===== config.mk =====
export PLATFORM = sky130hd
export DESIGN_NAME = line_pixel_rasterizer
export DESIGN_NICKNAME = d
export VERILOG_FILES = /design/src/rtl/core/lpr_pkg.sv /design/src/rtl/core/lpr_setup.sv /design/src/rtl/core/lpr_stepper.sv /design/src/rtl/core/line_pixel_rasterizer.sv
export SDC_FILE = /design/constraint.sdc
export NUM_CORES = 1
export LEC_CHECK = 0
export BUFFER_PORTS_ARGS = -buffer_cell sky130_fd_sc_hd__buf_4
export CAP_MARGIN = 20
export CORE_MARGIN = 10
export CORE_UTILIZATION = 39
export CTS_BUF_LIST = sky130_fd_sc_hd__clkbuf_4 sky130_fd_sc_hd__clkbuf_8 sky130_fd_sc_hd__clkbuf_16
export DETAILED_ROUTE_END_ITERATION = 10
export PLACE_DENSITY = 0.64
export SLEW_MARGIN = 15
export SYNTH_ARGS = -nofsm -noshare
export SYNTH_HDL_FRONTEND = slang
export SYNTH_SLANG_ARGS = --single-unit

===== constraint.sdc =====
create_clock -name aclk -period 14.9 [get_ports aclk]
set_clock_uncertainty 0.1 [all_clocks]
set_input_delay 2.235 -clock aclk [delete_from_list [all_inputs] [get_ports aclk]]
set_output_delay 2.235 -clock aclk [all_outputs]
set_load 0.03 [all_outputs]

===== src/rtl/core/lpr_pkg.sv =====
// Package for the line pixel rasterizer: coordinate widths, stream widths and
// the structs passed between the setup, stepper and top-level modules.
// No dependencies.
`default_nettype none

package lpr_pkg;

    localparam int COORD_BITS = 12;
    localparam int DELTA_W    = COORD_BITS + 1;
    localparam int STRAIGHT_W = COORD_BITS + 1;
    localparam int ERR_W      = COORD_BITS + 3;

    localparam int S_TDATA_W  = ((4 * COORD_BITS + 7) / 8) * 8;
    localparam int M_TDATA_W  = ((2 * COORD_BITS + 7) / 8) * 8;

    localparam logic OP_START = 1'b0;
    localparam logic OP_STEP  = 1'b1;

    typedef logic signed [COORD_BITS-1:0] coord_t;
    typedef logic        [COORD_BITS-1:0] mag_t;
    typedef logic signed [ERR_W-1:0]      err_t;
    typedef logic        [STRAIGHT_W-1:0] straight_t;

    // Everything a start transfer loads into the stepper.
    typedef struct packed {
        coord_t    origin_x;
        coord_t    origin_y;
        logic      single;
        logic      x_major;
        logic      neg_x;
        logic      neg_y;
        mag_t      major_len;
        err_t      err_init;
        err_t      diag_inc;
        straight_t straight_inc;
    } line_init_t;

    typedef struct packed {
        coord_t x;
        coord_t y;
        logic   last;
    } pixel_t;

endpackage

`default_nettype wire


===== src/rtl/core/lpr_setup.sv =====
// Line setup: deltas, octant selection and Bresenham error terms for a start
// transfer. Purely combinational. Depends on lpr_pkg.
`default_nettype none

module lpr_setup import lpr_pkg::*; (
    input  wire coord_t     x_start,
    input  wire coord_t     y_start,
    input  wire coord_t     x_end,
    input  wire coord_t     y_end,
    output line_init_t      init
);

    logic signed [DELTA_W-1:0] dx;
    logic signed [DELTA_W-1:0] dy;
    logic signed [DELTA_W-1:0] dx_abs;
    logic signed [DELTA_W-1:0] dy_abs;
    mag_t                      ax;
    mag_t                      ay;
    mag_t                      maj;
    mag_t                      mnr;
    err_t                      maj_e;
    err_t                      mnr_e;

    always_comb begin
        dx     = DELTA_W'(x_end) - DELTA_W'(x_start);
        dy     = DELTA_W'(y_end) - DELTA_W'(y_start);
        dx_abs = dx[DELTA_W-1] ? -dx : dx;
        dy_abs = dy[DELTA_W-1] ? -dy : dy;
        ax     = dx_abs[COORD_BITS-1:0];
        ay     = dy_abs[COORD_BITS-1:0];

        // Ties go to the x axis as the major axis.
        init.x_major = (ax >= ay);
        maj          = init.x_major ? ax : ay;
        mnr          = init.x_major ? ay : ax;
        maj_e        = signed'(ERR_W'(maj));
        mnr_e        = signed'(ERR_W'(mnr));

        init.origin_x     = x_start;
        init.origin_y     = y_start;
        init.single       = (dx == '0) && (dy == '0);
        init.neg_x        = dx[DELTA_W-1];
        init.neg_y        = dy[DELTA_W-1];
        init.major_len    = maj;
        init.err_init     = (mnr_e <<< 1) - maj_e;
        init.diag_inc     = (mnr_e - maj_e) <<< 1;
        init.straight_inc = {mnr, 1'b0};
    end

endmodule

`default_nettype wire


===== src/rtl/core/lpr_stepper.sv =====
// Bresenham stepper: holds the running line state and produces one pixel per
// start transfer and per step transfer while busy. Depends on lpr_pkg.
`default_nettype none

module lpr_stepper import lpr_pkg::*; (
    input  wire        aclk,
    input  wire        aresetn,
    input  wire        start_en,
    input  wire        step_en,
    input  line_init_t init,
    output logic       busy,
    output pixel_t     pix
);

    logic      busy_reg,     busy_next;
    logic      x_major_reg,  x_major_next;
    logic      neg_x_reg,    neg_x_next;
    logic      neg_y_reg,    neg_y_next;
    mag_t      major_pos_reg,   major_pos_next;
    mag_t      major_limit_reg, major_limit_next;
    err_t      err_reg,      err_next;
    err_t      diag_reg,     diag_next;
    straight_t straight_reg, straight_next;
    coord_t    cur_x_reg,    cur_x_next;
    coord_t    cur_y_reg,    cur_y_next;

    logic      take_diag;
    logic      fin;
    logic      move_x;
    logic      move_y;
    mag_t      pos_inc;
    coord_t    step_x;
    coord_t    step_y;
    coord_t    new_x;
    coord_t    new_y;

    always_comb begin
        take_diag = !err_reg[ERR_W-1];
        pos_inc   = major_pos_reg + mag_t'(1);
        fin       = (pos_inc >= major_limit_reg);
        move_x    = x_major_reg || take_diag;
        move_y    = !x_major_reg || take_diag;
        step_x    = neg_x_reg ? coord_t'(-1) : coord_t'(1);
        step_y    = neg_y_reg ? coord_t'(-1) : coord_t'(1);
        new_x     = move_x ? cur_x_reg + step_x : cur_x_reg;
        new_y     = move_y ? cur_y_reg + step_y : cur_y_reg;

        busy_next        = busy_reg;
        x_major_next     = x_major_reg;
        neg_x_next       = neg_x_reg;
        neg_y_next       = neg_y_reg;
        major_pos_next   = major_pos_reg;
        major_limit_next = major_limit_reg;
        err_next         = err_reg;
        diag_next        = diag_reg;
        straight_next    = straight_reg;
        cur_x_next       = cur_x_reg;
        cur_y_next       = cur_y_reg;

        if (start_en) begin
            busy_next        = !init.single;
            x_major_next     = init.x_major;
            neg_x_next       = init.neg_x;
            neg_y_next       = init.neg_y;
            major_pos_next   = '0;
            major_limit_next = init.major_len;
            err_next         = init.err_init;
            diag_next        = init.diag_inc;
            straight_next    = init.straight_inc;
            cur_x_next       = init.origin_x;
            cur_y_next       = init.origin_y;
        end else if (step_en && busy_reg) begin
            busy_next      = !fin;
            major_pos_next = pos_inc;
            err_next       = err_reg + (take_diag ? diag_reg : signed'(ERR_W'(straight_reg)));
            cur_x_next     = new_x;
            cur_y_next     = new_y;
        end

        if (start_en) begin
            pix.x    = init.origin_x;
            pix.y    = init.origin_y;
            pix.last = init.single;
        end else begin
            pix.x    = new_x;
            pix.y    = new_y;
            pix.last = fin;
        end
        busy = busy_reg;
    end

    always_ff @(posedge aclk) begin
        if (!aresetn) begin
            busy_reg <= 1'b0;
        end else begin
            busy_reg <= busy_next;
        end
        x_major_reg     <= x_major_next;
        neg_x_reg       <= neg_x_next;
        neg_y_reg       <= neg_y_next;
        major_pos_reg   <= major_pos_next;
        major_limit_reg <= major_limit_next;
        err_reg         <= err_next;
        diag_reg        <= diag_next;
        straight_reg    <= straight_next;
        cur_x_reg       <= cur_x_next;
        cur_y_reg       <= cur_y_next;
    end

    // A running line never sits at or past its end point.
    a_pos_below_limit: assert property (@(posedge aclk) disable iff (!aresetn)
        busy_reg |-> (major_pos_reg < major_limit_reg))
        else $error("major position reached the limit while busy");

    // A degenerate line leaves the block idle.
    a_single_idle: assert property (@(posedge aclk) disable iff (!aresetn)
        (start_en && init.single) |=> !busy_reg)
        else $error("single-point line left the stepper busy");

    // The pixel flagged last ends the line.
    a_last_ends: assert property (@(posedge aclk) disable iff (!aresetn)
        (!start_en && step_en && busy_reg && fin) |=> !busy_reg)
        else $error("stepper still busy after the last pixel");

    // The diagonal increment is never positive.
    a_diag_sign: assert property (@(posedge aclk) disable iff (!aresetn)
        busy_reg |-> (diag_reg[ERR_W-1] || (diag_reg == '0)))
        else $error("diagonal increment is positive");

endmodule

`default_nettype wire


===== src/rtl/core/line_pixel_rasterizer.sv =====
// A pixel appears on the m_ side in the cycle after its input transfer.
// Throughput: one input transfer and one pixel per cycle while m_tready is
// high, set by the single output register, which refills in the same cycle
// it is drained. A step transfer while no line is running produces no pixel.
// Reset (aresetn low, synchronous) clears the running line and the output
// valid flag. Depends on lpr_pkg, lpr_setup and lpr_stepper.
`default_nettype none

module line_pixel_rasterizer import lpr_pkg::*; (
    input  wire                  aclk,
    input  wire                  aresetn,
    input  wire                  s_tvalid,
    output logic                 s_tready,
    input  wire [S_TDATA_W-1:0]  s_tdata,   // x_start, y_start, x_end, y_end
    input  wire                  s_tuser,   // op
    output logic                 m_tvalid,
    input  wire                  m_tready,
    output logic [M_TDATA_W-1:0] m_tdata,   // pixel_x, pixel_y
    output logic                 m_tlast
);

    line_init_t init;
    pixel_t     pix;
    logic       busy;
    logic       in_xfer;
    logic       start_en;
    logic       step_en;
    logic       produce;

    logic       m_valid_reg, m_valid_next;
    pixel_t     m_pix_reg,   m_pix_next;

    lpr_setup u_setup (
        .x_start (coord_t'(s_tdata[COORD_BITS-1:0])),
        .y_start (coord_t'(s_tdata[2*COORD_BITS-1:COORD_BITS])),
        .x_end   (coord_t'(s_tdata[3*COORD_BITS-1:2*COORD_BITS])),
        .y_end   (coord_t'(s_tdata[4*COORD_BITS-1:3*COORD_BITS])),
        .init    (init)
    );

    lpr_stepper u_stepper (
        .aclk     (aclk),
        .aresetn  (aresetn),
        .start_en (start_en),
        .step_en  (step_en),
        .init     (init),
        .busy     (busy),
        .pix      (pix)
    );

    always_comb begin
        s_tready = !m_valid_reg || m_tready;
        in_xfer  = s_tvalid && s_tready;
        start_en = in_xfer && (s_tuser == OP_START);
        step_en  = in_xfer && (s_tuser == OP_STEP);
        produce  = start_en || (step_en && busy);

        m_pix_next = m_pix_reg;
        if (produce) begin
            m_valid_next = 1'b1;
            m_pix_next   = pix;
        end else if (m_tready) begin
            m_valid_next = 1'b0;
        end else begin
            m_valid_next = m_valid_reg;
        end
    end

    always_ff @(posedge aclk) begin
        if (!aresetn) begin
            m_valid_reg <= 1'b0;
        end else begin
            m_valid_reg <= m_valid_next;
        end
        m_pix_reg <= m_pix_next;
    end

    assign m_tvalid = m_valid_reg;
    assign m_tdata  = M_TDATA_W'({m_pix_reg.y, m_pix_reg.x});
    assign m_tlast  = m_pix_reg.last;

endmodule

`default_nettype wire

=== Yosys cells after proc, flatten, opt, wreduce, memory -nomap -nowiden ===
Index checks and enable logic that the tools add are counted.

* Muxes and demuxes: 20
* Bitwise gates (word level): 1
* Add/subtract/negate cells: 10
* Reductions and logical operators: 18
* $lt $le $gt $ge: 2

{| class="wikitable"
|+ Operator list
! kind !! number
|-
| $mux 12 || 12
|-
| $mux 15 || 3
|-
| $sub 12x12->13 || 3
|-
| $logic_not 13->1 || 2
|-
| $mux 25 || 1
|-
| $add 12x12->12 || 2
|-
| $ge 12x12->1 || 2
|-
| $neg 12->12 || 2
|-
| $add 15x15->15 || 1
|-
| $sub 13x12->14 || 1
|-
| $add 12x1->12 const B || 1
|-
| $logic_and 1x1->1 || 5
|-
| $logic_not 1->1 || 5
|-
| $logic_or 1x1->1 || 4
|-
| $mux 1 || 4
|-
| $reduce_bool 2->1 || 2
|-
| $not 1->1 || 1
|}

* Input port bits: 53
* Output and inout port bits: 27
* Bits in registers: 119
* Word-level logic and storage cells: 66

=== Depth between registers and ports, before layout ===
* Depth after elaboration: 7
* Depth in mapped cells: 38
* Gate-level depth less buffers: 32

=== Cells and area by module ===
Synthesis repeated with hierarchy kept, for this count alone.

* Cell total of the unflattened synthesis: 1,146
* Area total of the unflattened synthesis: 10,513.8 µm²

{| class="wikitable"
|+ Modules (own cells, without submodules)
! module !! cells an instance !! area each (µm²) !! times used !! sequential area each (µm²)
|-
| lpr_stepper || 542 || 5,755.5 || 1 || 2,722.6
|-
| lpr_setup || 570 || 3,930.0 || 1 || 0.0
|-
| line_pixel_rasterizer || 34 || 828.3 || 1 || 770.7
|}

=== Worst setup path before layout ===
No wires, ideal clock.

* Path kind: input-to-reg
* Start: in s_tdata[36]
* End: reg u_stepper.err_reg[9] (data pin)
* Data arrival time: 8,777 ps
* Required time: 14,539 ps
* Library setup time: 261 ps
* Cell stages on the path: 33
* Path buffers: 7
* Setup slack: 5,763 ps
* Path through: inv_1 -> ha_1 -> fa_1 -> nand2b_1 -> a21o_1 -> o2111a_1 -> o31ai_1 -> clkbuf_1 -> inv_1 -> o21ai_0 -> xnor2_1 -> ha_1 -> buf_1 -> a21o_1 -> a2111oi_0 -> and4b_1 -> o21ai_2 -> nand2_4 -> buf_6 -> buf_8 -> buf_2 -> buf_2 -> buf_1 -> o21a_1 -> ha_1 -> nand3_1 -> mux2i_1 -> a2111oi_4 -> nor3_1 -> nor4_2 -> o211ai_1 -> a211oi_1 -> o21ai_1

{| class="wikitable"
|+ RTL lines
! what !! RTL line !! source
|-
| from (decl) || line_pixel_rasterizer.sv:14 || <nowiki>input wire [S_TDATA_W-1:0] s_tdata,</nowiki>
|-
| to (signal assigned) || lpr_stepper.sv:103 || <nowiki>err_reg <= err_next;</nowiki>
|-
| to (decl) || lpr_stepper.sv:21 || <nowiki>err_t err_reg, err_next;</nowiki>
|}

==> metrics.yaml <==
synth-simple-area-share_pct: 14.6
max_freq_mhz: 105
htree_levels: 3
cts_buffers: 9
grt_max_degree: 62
grt_pass1_wl_um: 37600
via_count: 7454
worst_r2r_path_depth: 18
p_per_area_mw_per_mm2: 209
synth_top_area_share_pct: 26.5
maxSlewHeadroom_pct: 46.8
grt-ovfl-total: 0
netlist_instances: 1019
period_needed_ns: 9.52
synth_edf_count: 79
setup.worst_path.end_class: "flip-flop"
crit_arrival_ns: 9.60
cts.sinks: 93
path_class: "in2reg"
drc: 0
hold_class: "reg2reg"
rsz0062_at_grt: "false"
wirelength_um: 22800
grt_antenna_before_repair: 0
synth_area_mm2: 0.00895
fp.dieH_um: 171
finalSetupViolCount: 0
synth-adder-area-share_pct: 14.2
setup_tns_ns: 0
tightest_slew_ns: 0.795
fin_nets: 1239
whs_endpoint: "u_stepper.major_pos_reg[2]"
clock_path_buffers: 2
crit_required_ns: 14.98
synth-seq-area-share_pct: 29.6
row_count: 55
ys.flop_type: "edfxtp_1"
post-route-period-util_pct: 63.9
ant_nets: 0
ys_top_cells_by_count: "inv_1, ha_1, a21oi_1, edfxtp_1, nand2_1"
start_util_pct: 39.5
synth_xor_area_share_pct: 9.19
cts_tree: "yes"
firstDrtPassIters: 5
synth_most_common_cell: "inv_1"
ctsHoldBuffers: 0
io_pins: 80
avgSynthCellArea_um2: 8.78
hold_viol_final: 0
grt_pass1_vias: 7476
ctsResizeCount: 0
reg2reg_slack_ns: 10.49
grt_usage_pct: 15.8
ys_ff_latch: 93
synth_warnings: 0
largest_reg_flops: 24
r2r-start: "u_stepper.err_reg[14]"
synth_compound_area_share_pct: 22.8
async_reset_ff_share_pct: 0
drv_cap: 0
clock-root-buffer: "clkbuf_16"
diodes: 0
instances_no_fill: 1381
min_from: "u_stepper.major_pos_reg[2]"
place.gp.congestion: 0.914
yosysTopAreaCell: "edfxtp_1"
ys_types: 88
synthTopCellsByArea: "edfxtp_1, ha_1, xnor2_1"
post_cts_buffers: 0
portBuffers: 79
fp.dieW_um: 171
status: "finished, final reports clean"
dp_hpwl_um: 18000
setup.worst_path.start_class: "input pin"
die-area_mm2: 0.0294
synth_top_family_by_area: "compound AO/OA/AOI/OAI gates"
irDropWorstVdd_v: 0.0000909
clock_latency_ns: 0.36
r2r-end: "u_stepper.err_reg[14]"
syn2layout_area_growth_pct: 13.3
viasPerCell: 5.40
min_path_cells: 1
fin_util_pct: 44.8
cts.clk_slew.worst_paths_ns: 0.08
drtIter0Drc: 459
dpl.cell_count: 1364
wl_per_cell_um: 16.5
syn-num-nets: 1167
final_layout_size_suffix_gt1_share_pct: 12.9
total_leakage_power_nw: 4.51
core_mm2: 0.0226
critPathMaxFanout: 48
synth_mux_area_share_pct: 3.73
drv_slew: 0
-- worst max-delay path, stage by stage --
cell	delay (ns)
buf_4	0.12
ha_1	0.20
fa_1	0.40
nand2b_1	0.18
a21oi_1	0.20
o21ai_1	0.13
a21oi_1	0.18
xor2_1	0.52
o31ai_1	0.20
xnor2_1	0.44
ha_1	0.41
a21o_1	0.21
a2111oi_0	0.36
and4b_1	0.28
o21ai_2	0.28
nand2_4	0.39
clkinv_1	0.34
nor2_1	0.07
a21oi_1	0.29
ha_1	0.31
nand3_1	0.08
mux2i_1	0.16
a2111oi_4	0.42
nor3_1	0.10
nor4_2	0.47
a211oi_1	0.16
o21a_1	0.21
o31ai_2	0.23
-- where the power goes --
| group | internal (W) | total [W] | switching, W |
|---|---|---|---|
| sequential | 0.000407 | 0.000439 | 0.0000318 |
| clock | 0.000132 | 0.000248 | 0.000117 |
| combinational | 0.000591 | 0.00143 | 0.000842 |
-- worst max path at each step --
stage	cells past startpoint	start	end	slack (ns)
6_report	28	s_tdata[0]	u_stepper.err_reg[11]	5.38
5_1_grt	29	s_tdata[12]	u_stepper.err_reg[11]	4.76
4_1_cts	29	s_tdata[12]	u_stepper.err_reg[11]	5.45
3_5_place_dp	29	s_tdata[12]	u_stepper.err_reg[11]	5.08
3_3_place_gp	28	s_tdata[12]	u_stepper.err_reg[9]	5.38
2_1_floorplan	33	s_tdata[36]	u_stepper.err_reg[9]	5.76
-- final cells by class --
| cell class | count | area [µm²] |
|---|---|---|
| inverter | 108 | 405 |
| clock inverter | 5 | 46.3 |
| timing repair buffer | 85 | 638 |
| tap | 285 | 357 |
| clock buffer | 11 | 264 |
| fill | 2176 | 12500 |
| sequential | 93 | 2650 |
| multi-input combinational | 794 | 5780 |
-- per-layer routing --
| metal | up-vias | track usage, % | wire [µm] |
|---|---|---|---|
| li1 | 3810 | - | - |
| met1 | 3448 | 20.6 | 10800 |
| met2 | 176 | 25.9 | 10500 |
| met3 | 20 | 3.23 | 1190 |
| met4 | 0 | 4.35 | 371 |
| met5 | - | 0 | 0 |
-- stage by stage --
| step | total power [W] | hold WS [ns] | worst slack (ns) | instance area [µm²] |
|---|---|---|---|---|
| after detailed placement | 0.00186 | 0.411 | 5.08 | 9820 |
| after global placement | 0.00184 | 0.386 | 5.38 | 9820 |
| after floorplan | 0.00157 | 0.372 | 5.76 | 8950 |
| after global routing | 0.00231 | 0.446 | 4.76 | 10100 |
| final | 0.00212 | 0.430 | 5.38 | 10100 |
| after CTS | 0.00212 | 0.433 | 5.45 | 10100 |
-- placed cells by master, fill, tap and decap left out, types with 8 or more instances in the layout --
| cell | count |
|---|---|
| o31ai_1 | 8 |
| o21a_1 | 10 |
| xor2_1 | 41 |
| and2_1 | 13 |
| clkbuf_16 | 10 |
| ha_1 | 89 |
| nand3_1 | 21 |
| a211oi_1 | 10 |
| a21o_1 | 31 |
| o21bai_1 | 17 |
| nor2_1 | 67 |
| edfxtp_1 | 79 |
| o21ai_0 | 55 |
| nand2_1 | 74 |
| nor2b_1 | 9 |
| and3_1 | 12 |
| nor3_1 | 16 |
| buf_4 | 85 |
| inv_1 | 103 |
| xnor2_1 | 51 |
| o22ai_1 | 20 |
| dfxtp_1 | 14 |
| o21ai_1 | 13 |
| mux2i_1 | 12 |
| mux2_2 | 12 |
| a21oi_1 | 87 |
| nand2b_1 | 23 |
-- cells by family (layout without fill, tap and decap cells) --
kind of cell | count (synthesis) | in the layout
compound gates | 306 | 306
simple gates | 267 | 267
buf+inv | 132 | 209
fa+ha+maj | 99 | 99
xor+xnor | 93 | 93
flops | 93 | 93
mux | 29 | 29
(Power assumes the default switching activity.)
